## config.mk

```make
export PLATFORM = sky130hd
export DESIGN_NAME = top_k_index_select
export DESIGN_NICKNAME = d
export VERILOG_FILES = /design/src/hdl/tkis_pkg.sv /design/src/hdl/tkis_ctrl.sv /design/src/hdl/tkis_dp.sv /design/src/hdl/top_k_index_select.sv
export SDC_FILE = /design/constraint.sdc
export NUM_CORES = 2
export LEC_CHECK = 0
export BUFFER_PORTS_ARGS = -buffer_cell sky130_fd_sc_hd__buf_2
export CAP_MARGIN = 20
export CORE_AREA = 3 3 244 341
export CTS_CLUSTER_DIAMETER = 120
export DETAILED_ROUTE_END_ITERATION = 16
export DIE_AREA = 0 0 247 344
export GPL_ROUTABILITY_DRIVEN = 0
export PLACE_DENSITY = 0.8
export SKIP_LAST_GASP = 1
export SLEW_MARGIN = 10
export SYNTH_ARGS = -nofsm -noshare
export SYNTH_HDL_FRONTEND = slang
export SYNTH_SLANG_ARGS = --single-unit
```

## constraint.sdc

```tcl
create_clock -name clk -period 7.3 [get_ports clk]
set_input_delay 1.46 -clock clk [delete_from_list [all_inputs] [get_ports clk]]
set_output_delay 1.46 -clock clk [all_outputs]
set_load 0.05 [all_outputs]
```

## src/hdl/tkis_pkg.sv

```systemverilog
// shared types and constants for the top-k index selector
package tkis_pkg;

  localparam int SCORE_W = 32;
  localparam int KEEP_W  = 5;
  localparam int INDEX_W = 10;

  localparam logic [KEEP_W-1:0] KEEP_RESET = 5'd4;

  // commands from controller to datapath
  typedef struct packed {
    logic ins;       // take the input item into the cell row
    logic load_rem;  // load the report counter with min(k, held)
    logic emit;      // move the head entry to the output register, shift row up
    logic clr;       // clear set counters and overflow mark
  } cmd_t;

  // status from datapath to controller
  typedef struct packed {
    logic n_zero;    // nothing to report for this set
    logic rem_one;   // one index left to report
    logic rem_zero;  // report counter empty
  } status_t;

endpackage

```

## src/hdl/tkis_ctrl.sv

```systemverilog
// controller state machine for the top-k index selector
module tkis_ctrl (
  input  logic             clk,
  input  logic             rst,
  input  logic             in_valid,
  input  logic             last_score,
  input  logic             out_ready,
  input  tkis_pkg::status_t st,
  output logic             in_ready,
  output logic             out_valid,
  output tkis_pkg::cmd_t   cmd
);

  typedef enum logic [2:0] {
    ST_COLLECT = 3'b001,
    ST_LOAD    = 3'b010,
    ST_EMIT    = 3'b100
  } state_t;

  state_t state;
  state_t state_next;
  logic   out_valid_next;
  logic   out_free;

  // output register can take a new item
  assign out_free = !out_valid || out_ready;
  assign in_ready = (state == ST_COLLECT);

  // next state and commands
  always_comb begin
    state_next = state;
    cmd        = '0;
    case (state)
      ST_COLLECT: begin
        if (in_valid) begin
          cmd.ins = 1'b1;
          if (last_score) begin
            state_next = ST_LOAD;
          end
        end
      end
      ST_LOAD: begin
        cmd.load_rem = 1'b1;
        if (st.n_zero) begin
          cmd.clr    = 1'b1;
          state_next = ST_COLLECT;
        end else begin
          state_next = ST_EMIT;
        end
      end
      ST_EMIT: begin
        if (out_free) begin
          cmd.emit = 1'b1;
          if (st.rem_one) begin
            cmd.clr    = 1'b1;
            state_next = ST_COLLECT;
          end
        end
      end
      default: begin
        state_next = ST_COLLECT;
      end
    endcase
  end

  // output valid flag
  always_comb begin
    if (cmd.emit) begin
      out_valid_next = 1'b1;
    end else if (out_ready) begin
      out_valid_next = 1'b0;
    end else begin
      out_valid_next = out_valid;
    end
  end

  // state registers
  always_ff @(posedge clk) begin
    if (rst) begin
      state     <= ST_COLLECT;
      out_valid <= 1'b0;
    end else begin
      state     <= state_next;
      out_valid <= out_valid_next;
    end
  end

endmodule

```

## src/hdl/tkis_dp.sv

```systemverilog
// datapath: insertion cell row, set counters, k register and output register
module tkis_dp #(
  parameter int MAX_K     = 16,
  parameter int MAX_ITEMS = 1024
) (
  input  logic                                  clk,
  input  logic                                  rst,
  input  logic                                  cfg_we,
  input  logic [tkis_pkg::KEEP_W-1:0]           cfg_data,
  input  logic signed [tkis_pkg::SCORE_W-1:0]   score,
  input  tkis_pkg::cmd_t                        cmd,
  output tkis_pkg::status_t                     st,
  output logic [tkis_pkg::INDEX_W-1:0]          index,
  output logic                                  last_index,
  output logic                                  overflow
);

  localparam int CNT_W = $clog2(MAX_K + 1);
  localparam int AW    = $clog2(MAX_ITEMS + 1);
  localparam int IDX_W = $clog2(MAX_ITEMS);
  localparam int CW    = (CNT_W > tkis_pkg::KEEP_W) ? CNT_W : tkis_pkg::KEEP_W;

  logic [tkis_pkg::KEEP_W-1:0] keep_count;
  logic [CNT_W-1:0]            held;
  logic [AW-1:0]               arrival;
  logic                        ovf_seen;
  logic [CNT_W-1:0]            rem;

  logic signed [tkis_pkg::SCORE_W-1:0] score_q [MAX_K];
  logic [IDX_W-1:0]                    idx_q   [MAX_K];

  logic [MAX_K-1:0] ge;
  logic [MAX_K-1:0] take_new;
  logic             room;
  logic             do_ins;
  logic [IDX_W-1:0] new_idx;

  logic [CW-1:0]    k_ext;
  logic [CW-1:0]    k_eff;
  logic [CW-1:0]    held_ext;
  logic [CW-1:0]    n_w;

  // capacity check and arrival number of the incoming item
  assign room    = (arrival < AW'(MAX_ITEMS));
  assign do_ins  = cmd.ins && room;
  assign new_idx = arrival[IDX_W-1:0];

  // report length: min(k, MAX_K, held)
  assign k_ext    = CW'(keep_count);
  assign k_eff    = (k_ext > CW'(MAX_K)) ? CW'(MAX_K) : k_ext;
  assign held_ext = CW'(held);
  assign n_w      = (k_eff < held_ext) ? k_eff : held_ext;

  assign st.n_zero   = (n_w == '0);
  assign st.rem_one  = (rem == CNT_W'(1));
  assign st.rem_zero = (rem == '0);

  // k register, set counters, report counter
  always_ff @(posedge clk) begin
    if (rst) begin
      keep_count <= tkis_pkg::KEEP_RESET;
      held       <= '0;
      arrival    <= '0;
      ovf_seen   <= 1'b0;
      rem        <= '0;
    end else begin
      if (cfg_we) begin
        keep_count <= cfg_data;
      end
      if (cmd.clr) begin
        held     <= '0;
        arrival  <= '0;
        ovf_seen <= 1'b0;
      end else if (cmd.ins) begin
        if (room) begin
          arrival <= arrival + AW'(1);
          if (held < CNT_W'(MAX_K)) begin
            held <= held + CNT_W'(1);
          end
        end else begin
          ovf_seen <= 1'b1;
        end
      end
      if (cmd.load_rem) begin
        rem <= n_w[CNT_W-1:0];
      end else if (cmd.emit) begin
        rem <= rem - CNT_W'(1);
      end
    end
  end

  // row of insertion cells, sorted best first, earlier index first on ties
  for (genvar i = 0; i < MAX_K; i++) begin : g_cell
    logic signed [tkis_pkg::SCORE_W-1:0] prev_score;
    logic [IDX_W-1:0]                    prev_idx;
    logic signed [tkis_pkg::SCORE_W-1:0] nxt_score;
    logic [IDX_W-1:0]                    nxt_idx;

    // held entry stays ahead of the new item
    assign ge[i] = (CNT_W'(i) < held) && (score_q[i] >= score);

    if (i == 0) begin : g_head
      assign take_new[i] = !ge[i];
      assign prev_score  = score;
      assign prev_idx    = new_idx;
    end else begin : g_body
      assign take_new[i] = !ge[i] && ge[i-1];
      assign prev_score  = score_q[i-1];
      assign prev_idx    = idx_q[i-1];
    end

    if (i == MAX_K - 1) begin : g_tail
      assign nxt_score = score_q[i];
      assign nxt_idx   = idx_q[i];
    end else begin : g_inner
      assign nxt_score = score_q[i+1];
      assign nxt_idx   = idx_q[i+1];
    end

    // insert shifts down, readout shifts up
    always_ff @(posedge clk) begin
      if (do_ins) begin
        if (take_new[i]) begin
          score_q[i] <= score;
          idx_q[i]   <= new_idx;
        end else if (!ge[i]) begin
          score_q[i] <= prev_score;
          idx_q[i]   <= prev_idx;
        end
      end else if (cmd.emit) begin
        score_q[i] <= nxt_score;
        idx_q[i]   <= nxt_idx;
      end
    end
  end

  // output register fed from the head cell
  always_ff @(posedge clk) begin
    if (cmd.emit) begin
      index      <= tkis_pkg::INDEX_W'(idx_q[0]);
      last_index <= st.rem_one;
      overflow   <= ovf_seen;
    end
  end

endmodule

```

## src/hdl/top_k_index_select.sv

```systemverilog
// top level of the top-k index selector
//
// Scores arrive on the in_valid/in_ready channel, one item per cycle, each
// numbered by its position in the set. last_score closes the set. A row of
// insertion cells keeps the MAX_K best scores sorted, so collection runs at
// one score per cycle with no stall.
// After the closing score the block sizes the report in its load state, then
// sends min(k, held) indices best first on out_valid/out_ready, one per cycle
// while the receiver takes them; last_index marks the final one, overflow
// tells that scores past MAX_ITEMS were dropped. The first index passes from
// the head cell into the output register in the emit state that follows the
// load state; in_ready is low during the report phase.
// When out_ready is low the output register holds and the report pauses.
// Once the final index sits in the output register, the next set may start.
// k is written on cfg_we/cfg_data (reset value 4); write it between sets.
// rst clears the set counters, the overflow mark and the output valid flag.
module top_k_index_select #(
  parameter int MAX_K     = 16,
  parameter int MAX_ITEMS = 1024
) (
  input  logic                                clk,
  input  logic                                rst,
  input  logic                                cfg_we,
  input  logic [tkis_pkg::KEEP_W-1:0]         cfg_data,
  input  logic                                in_valid,
  output logic                                in_ready,
  input  logic signed [tkis_pkg::SCORE_W-1:0] score,
  input  logic                                last_score,
  output logic                                out_valid,
  input  logic                                out_ready,
  output logic [tkis_pkg::INDEX_W-1:0]        index,
  output logic                                last_index,
  output logic                                overflow
);

  tkis_pkg::cmd_t    cmd;
  tkis_pkg::status_t st;

  // sequencing
  tkis_ctrl u_ctrl (
    .clk        (clk),
    .rst        (rst),
    .in_valid   (in_valid),
    .last_score (last_score),
    .out_ready  (out_ready),
    .st         (st),
    .in_ready   (in_ready),
    .out_valid  (out_valid),
    .cmd        (cmd)
  );

  // cell row and counters
  tkis_dp #(
    .MAX_K     (MAX_K),
    .MAX_ITEMS (MAX_ITEMS)
  ) u_dp (
    .clk        (clk),
    .rst        (rst),
    .cfg_we     (cfg_we),
    .cfg_data   (cfg_data),
    .score      (score),
    .cmd        (cmd),
    .st         (st),
    .index      (index),
    .last_index (last_index),
    .overflow   (overflow)
  );

  // a report step never runs on an empty counter
  assert property (@(posedge clk) disable iff (rst) cmd.emit |-> !st.rem_zero)
    else $error("emit with report counter empty");

  // closing score stops intake for the report phase
  assert property (@(posedge clk) disable iff (rst)
    (in_valid && in_ready && last_score) |=> !in_ready)
    else $error("intake open right after closing score");

  // insert and readout never share a cycle
  assert property (@(posedge clk) disable iff (rst) !(cmd.ins && (cmd.emit || cmd.load_rem)))
    else $error("insert overlaps report");

  // a freshly emitted item is valid on the next cycle
  assert property (@(posedge clk) disable iff (rst) cmd.emit |=> out_valid)
    else $error("emitted item not presented");

endmodule
```

Word level (Yosys, flattened, before mapping)
Memory sizes are Yosys's and may differ from the RTL's.
Index checks and enable logic that the tools add are counted.
Widths: inputs -> output; s select.
Word-level totals
  register bits after elaboration: 43
  latch bits: 0
  RAM bits: 672
  memory bits (read-only): 0
  bits of input ports: 43
  output and inout port bits: 14
  logic and storage cells: 372
  memories: 2
Memories
  u_dp.score_q: depth 16, width 32, rd ports 16, clocked after Yosys merged registers in 0, write ports 16, RTL line tkis_dp.sv:29  | logic signed [tkis_pkg::SCORE_W-1:0] score_q [MAX_K];
  u_dp.idx_q: depth 16, width 10, rd ports 16, clocked after Yosys merged registers in 0, write ports 16, RTL line tkis_dp.sv:30  | logic [IDX_W-1:0] idx_q [MAX_K];
Cells by class
  add/subtract/negate cells: 3
  multipliers: 0
  divide/modulo/power cells: 0
  $lt $le $gt $ge: 36
  equality and inequality tests: 8
  shift operators: 0
  multiplexer cells: 193
  bitwise operators: 63
  reductions and logical operators: 57
Operators with widths (count)
  $mux 32: 31
  $ge 32x32->1: 16
  $mux 10: 31
  $mux 1: 119
  $or 1x1->1: 62
  $lt 4x5->1 const A: 8
  $logic_and 1x1->1: 32
  $lt 3x5->1 const A: 4
  $mux 5: 4
  $logic_not 1->1: 16
  $mux 3: 5
  $add 11x1->11 const B: 1
  $lt 11x11->1 const B: 1
  $lt 1x5->1 const A: 2
  $lt 2x5->1 const A: 2
  $pmux 3 s3: 1
  $add 5x1->5 const B: 1
  $eq 5x1->1 const B: 1
  $gt 5x5->1 const B: 1
  $logic_not 5->1: 1
  $lt 5x5->1: 1
  $lt 5x5->1 const B: 1
  $sub 5x1->5 const B: 1
  $ne 2x1->1 const B: 2
  13 further kinds: 16

Depth between registers and ports, before layout
  depth in word-level cells: 9
  mapped depth: 13
  depth with buffers taken out: 10

Modules after synthesis
From an unflattened synthesis, not the netlist that was laid out.
Second synthesis, totals
  cell total of the unflattened synthesis: 4335
  area total of the unflattened synthesis: 45939.1 µm²
Modules (own cells, without submodules)
  tkis_dp: times used 1, cells an instance 4314, area each 45728.9 µm²
  tkis_ctrl: times used 1, cells an instance 21, area each 210.2 µm²

Least setup slack after synthesis
Ideal clock, no wire load.
  kind: input to register
  start: input port score[13] (netlist name)
  end: memory u_dp.idx_q[4][0] (netlist name) (enable)
  setup time: 0.500 ns
  arrival: 6.542 ns
  required time: 6.800 ns
  slack: 0.258 ns
  stages: 11
  path buffers: 3
  path through: inv_1 -> ha_1 -> a21o_1 -> a21o_1 -> a211oi_1 -> a31oi_1 -> o21a_1 -> clkbuf_1 -> clkbuf_1 -> clkbuf_1 -> o21ai_0
RTL lines
  from (decl): RTL line top_k_index_select.sv:27  | input logic signed [tkis_pkg::SCORE_W-1:0] score,
  to (decl): RTL line tkis_dp.sv:30

==> run metrics <==
portion of netlist area occupied by mux cells approximately 5.3%; post-placement cell count 5330; Max Buffers Root-to-Sink 3; leakage roughly 20 nW; Max Cap Violations 0; path type of the worst min-delay path flip-flop to flip-flop; initial antenna violation count 9; Critical Path, Cell by Cell buf_2 > inv_1 > buf_4 > ha_1 > nand4_1 > nor4_1 > nand2_1 > a31oi_1 > o21a_4 > a22o_2 > buf_4 > a211oi_1; area growth from synthesis to final layout 9.27%; cells resized by post-CTS repair 0; number of buffers inserted during clock tree synthesis between 70 and 80; largest net degree at the start of global routing 135; TritonRoute pass-1 iters 7; final global-route overflow total 0; count of buffers inserted at the top-level ports 56; Critical-path top delay cell sky130_fd_sc_hd__nor4_1; number of global-route vias before repair 40700; Post-layout nets 4910; final period demand of the worst path between 5000 and 6000 ps; average detailed-routed wire length per instance ~32 um; proportion of power drawn by the clock network between 20% and 30%; Switching Fraction between 30 and 40%; wire length of the first global-routing pass 258 mm; Top cell by count, worst path sky130_fd_sc_hd__buf_4; final-report max-slew violation count 0; Max Freq about 0.17 GHz; Core Area 0.0805 mm^2; total of warnings raised by yosys 0; final setup skew between 40 and 50 ps; largest area contributor in the netlist sky130_fd_sc_hd__edfxtp_1; arrival time at the worst endpoint between 6000 and 7000 ps; maximum fanout count along the critical path 12; row count between 100 and 150; number of flops mapped to enable cells by yosys 684; number of endpoints with negative hold slack in the final report 0; final std cell area, no fill just over 0.05 mm^2; Internal Power slightly above 9 mW; DRC marker count from the first detailed-route iteration roughly 7100; area share of the largest cell type after synthesis ~44%; combined global-route utilization of all metal layers approximately two fifths; Post-CTS Setup Repair Bufs 0; Post-Synth XOR/XNOR Area less than 1%; Antenna Nets Post-Route 0; via/cell ratio around 7.7; dominant combinational cell family by area after synthesis compound AO/OA/AOI/OAI gates; floorplan die width ~250 um; biggest cell delay along the critical path roughly 1000 ps; clock sink count just over 700; peak ir drop on the vdd network between 0.15 and 0.2 mV; post-detailed-placement cell area 0.0483 mm^2; post-synthesis net count approximately 4900; RSZ-0062 raised after global routing false; number of distinct library cells after synthesis between 80 and 90; Post-Syn Area 0.0465 mm^2; top-count cell post-synth sky130_fd_sc_hd__edfxtp_1; Synth area leaders sky130_fd_sc_hd__edfxtp_1 44%, sky130_fd_sc_hd__ha_1 14%, sky130_fd_sc_hd__nand2_1 5.4%; cell count after synthesis around 4400; area of the die 0.0850 mm^2; crit start category input port; Yosys reg bits about 720; effective utilization at floorplan between 50 and 60%; CTS tree done; height of the die ~340 um; final routed wirelength across all metal layers between 150 and 200 mm; Final Cycle Share around four fifths; Primary FF master, synth sky130_fd_sc_hd__edfxtp_1; Critical Path End Type flip-flop; clock latency of the later-clocked register in the worst-skew pair approximately 690 ps; total negative slack for setup checks 0 ps; cts hold-fix bufs 0; Setup Viol. Count Final 0; detailed-route via count around 42000; Crit Path Class input port to flip-flop; switching power ~5.3 mW; total number of H-tree levels 3; Seq/Total Area, Yosys between 40% and 50%; non-filler instance count after layout approximately 5500; post-detail-place hpwl 118 mm; clock edge transition at the registers on the reported setup and hold paths about 60 ps; status finished, final reports clean; power density cells between 200 and 300 mW/mm^2; Filler cells approximately 6200; sequential group share of total power between 40% and 50%; root cell of the clock tree sky130_fd_sc_hd__clkbuf_16; share of synthesized registers carrying an async set or reset 0%; Ports between 50 and 60; Syn Area/Cell approximately 11 um^2; number of remaining DRC errors 0; total chip power ~15 mW; data required time at the worst endpoint 7690 ps; Slew Limit Headroom 8.74%; post-synthesis compound-gate area fraction between 10% and 20%; most instantiated cells after synthesis 684 x sky130_fd_sc_hd__edfxtp_1, 668 x sky130_fd_sc_hd__nand2_1, 520 x sky130_fd_sc_hd__ha_1, 409 x sky130_fd_sc_hd__a21oi_1, 220 x sky130_fd_sc_hd__a221o_1; synthesized-area fraction occupied by and/or/nand/nor cells between 10% and 20%; actual transition at the worst max-transition pin approximately 1400 ps; share of cells above drive strength 1 9.74%; post-synthesis share of cell area spent on full adders, half adders and majority gates between 10% and 20%; fraction of power consumed by combinational cells around 29%
## area by class of cell
class | count | area [um^2] | area share [%]
multi-input cells | 3263 | 24000 | 47.3
flip-flops and latches | 715 | 21200 | 41.7
clock buffers | 82 | 1900 | 3.75
repair buffers | 176 | 1430 | 2.81
well taps | 1062 | 1330 | 2.62
clock inverters | 49 | 493 | 0.971
inverters | 118 | 450 | 0.887
diodes | 5 | 12.5 | 0.0246
## worst paths after layout
| check | start | endpoint | slack (ps) | cells after the start |
|---|---|---|---|---|
| max reg2reg | u_dp.score_q[0][159]$_DFFE_PP_ | u_dp.score_q[0][182]$_DFFE_PP_ | 2320 | 9 |
| max | score[30] | u_dp.score_q[0][182]$_DFFE_PP_ | 1430 | 12 |
| min reg2reg | u_dp.ovf_seen$_SDFFE_PP0P_ | u_dp.overflow$_DFFE_PP_ | 450 | 0 |
| min | u_dp.ovf_seen$_SDFFE_PP0P_ | u_dp.overflow$_DFFE_PP_ | 450 | 0 |
## placed cells by master (no fill, tap or decap), types with 16 or more instances in the layout
master | Yosys | routed
sky130_fd_sc_hd__edfxtp_1 | 684 | 684
sky130_fd_sc_hd__nand2_1 | 668 | 659
sky130_fd_sc_hd__ha_1 | 520 | 520
sky130_fd_sc_hd__a21oi_1 | 409 | 408
sky130_fd_sc_hd__a221o_1 | 220 | 220
sky130_fd_sc_hd__nand3_1 | 206 | 204
sky130_fd_sc_hd__mux2i_1 | 197 | 196
sky130_fd_sc_hd__inv_1 | 117 | 116
sky130_fd_sc_hd__nand4_1 | 108 | 108
sky130_fd_sc_hd__nor2_1 | 105 | 103
sky130_fd_sc_hd__buf_4 | 6 | 99
sky130_fd_sc_hd__o21ai_0 | 84 | 75
sky130_fd_sc_hd__clkbuf_16 | 0 | 75
sky130_fd_sc_hd__nor3_1 | 67 | 66
sky130_fd_sc_hd__a211oi_1 | 62 | 62
sky130_fd_sc_hd__buf_2 | 69 | 57
sky130_fd_sc_hd__a22oi_1 | 48 | 47
sky130_fd_sc_hd__o32ai_1 | 44 | 44
sky130_fd_sc_hd__o221a_2 | 42 | 42
sky130_fd_sc_hd__mux2_2 | 42 | 42
sky130_fd_sc_hd__o22a_1 | 41 | 41
sky130_fd_sc_hd__or3_1 | 45 | 40
sky130_fd_sc_hd__a32oi_1 | 39 | 39
sky130_fd_sc_hd__a21o_1 | 38 | 38
sky130_fd_sc_hd__o211ai_1 | 36 | 36
sky130_fd_sc_hd__dfxtp_1 | 31 | 31
sky130_fd_sc_hd__nor2b_1 | 22 | 22
sky130_fd_sc_hd__nor4_1 | 25 | 22
sky130_fd_sc_hd__buf_12 | 0 | 20
sky130_fd_sc_hd__and4_1 | 16 | 16
sky130_fd_sc_hd__xnor2_1 | 16 | 16
sky130_fd_sc_hd__clkinv_1 | 0 | 16
## worst max-delay path: cells and delay by family
family / cells / cell delay [ps]
AO/OA/AOI/OAI: 4 / 1750
AND/OR/NAND/NOR: 3 / 1650
buffers and inverters: 4 / 1020
adder cells (fa/ha/maj): 1 / 330
## registers in the layout, summed over array words and instances (netlist names)
register,count
u_dp.score_q,512
u_dp.rem,5
u_ctrl.out_valid,1
u_dp.index,10
u_dp.ovf_seen,1
u_dp.last_index,1
u_dp.k_ext,5
u_dp.overflow,1
u_dp.held,5
u_dp.arrival,11
u_ctrl.state,3
u_dp.idx_q,160
## cell families (layout without fill, tap and decap cells)
| family | count (synthesis) | count (layout) |
|---|---|---|
| simple gates | 1316 | 1316 |
| compound gates | 1172 | 1172 |
| flops | 715 | 715 |
| fa+ha+maj | 520 | 520 |
| buf+inv | 384 | 425 |
| mux | 239 | 239 |
| xor+xnor | 16 | 16 |
| other cells | 0 | 5 |
## layer usage
metal | track usage (%) | vias up | share of wire (%)
li1 | - | 17200 | -
met1 | 47.1 | 19800 | 31
met2 | 59.4 | 3958 | 42
met3 | 14.3 | 1220 | 15
met4 | 37.7 | 8 | 12
met5 | 0 | - | 0.032
## stage by stage
stage | util (%) | setup slack (ps) | hold slack [ps]
after detailed placement | 60.0 | 1320 | 430
after floorplan | - | 258 | 409
final | 63.1 | 1430 | 452
after global routing | 63.1 | 1540 | 480
after global placement | 60.0 | 1440 | 423
after CTS | 63.0 | 2030 | 451
## power groups by stage
stage	Clock [mW]	Combinational, mW	Sequential (mW)
floorplan	0	2.67	6.04
global placement	0	3.85	6.36
detailed placement	0	4.02	6.37
CTS	3.92	4.05	6.30
global route	4.07	4.51	6.39
finish	3.95	4.29	6.38
(Power assumes the default switching activity.)
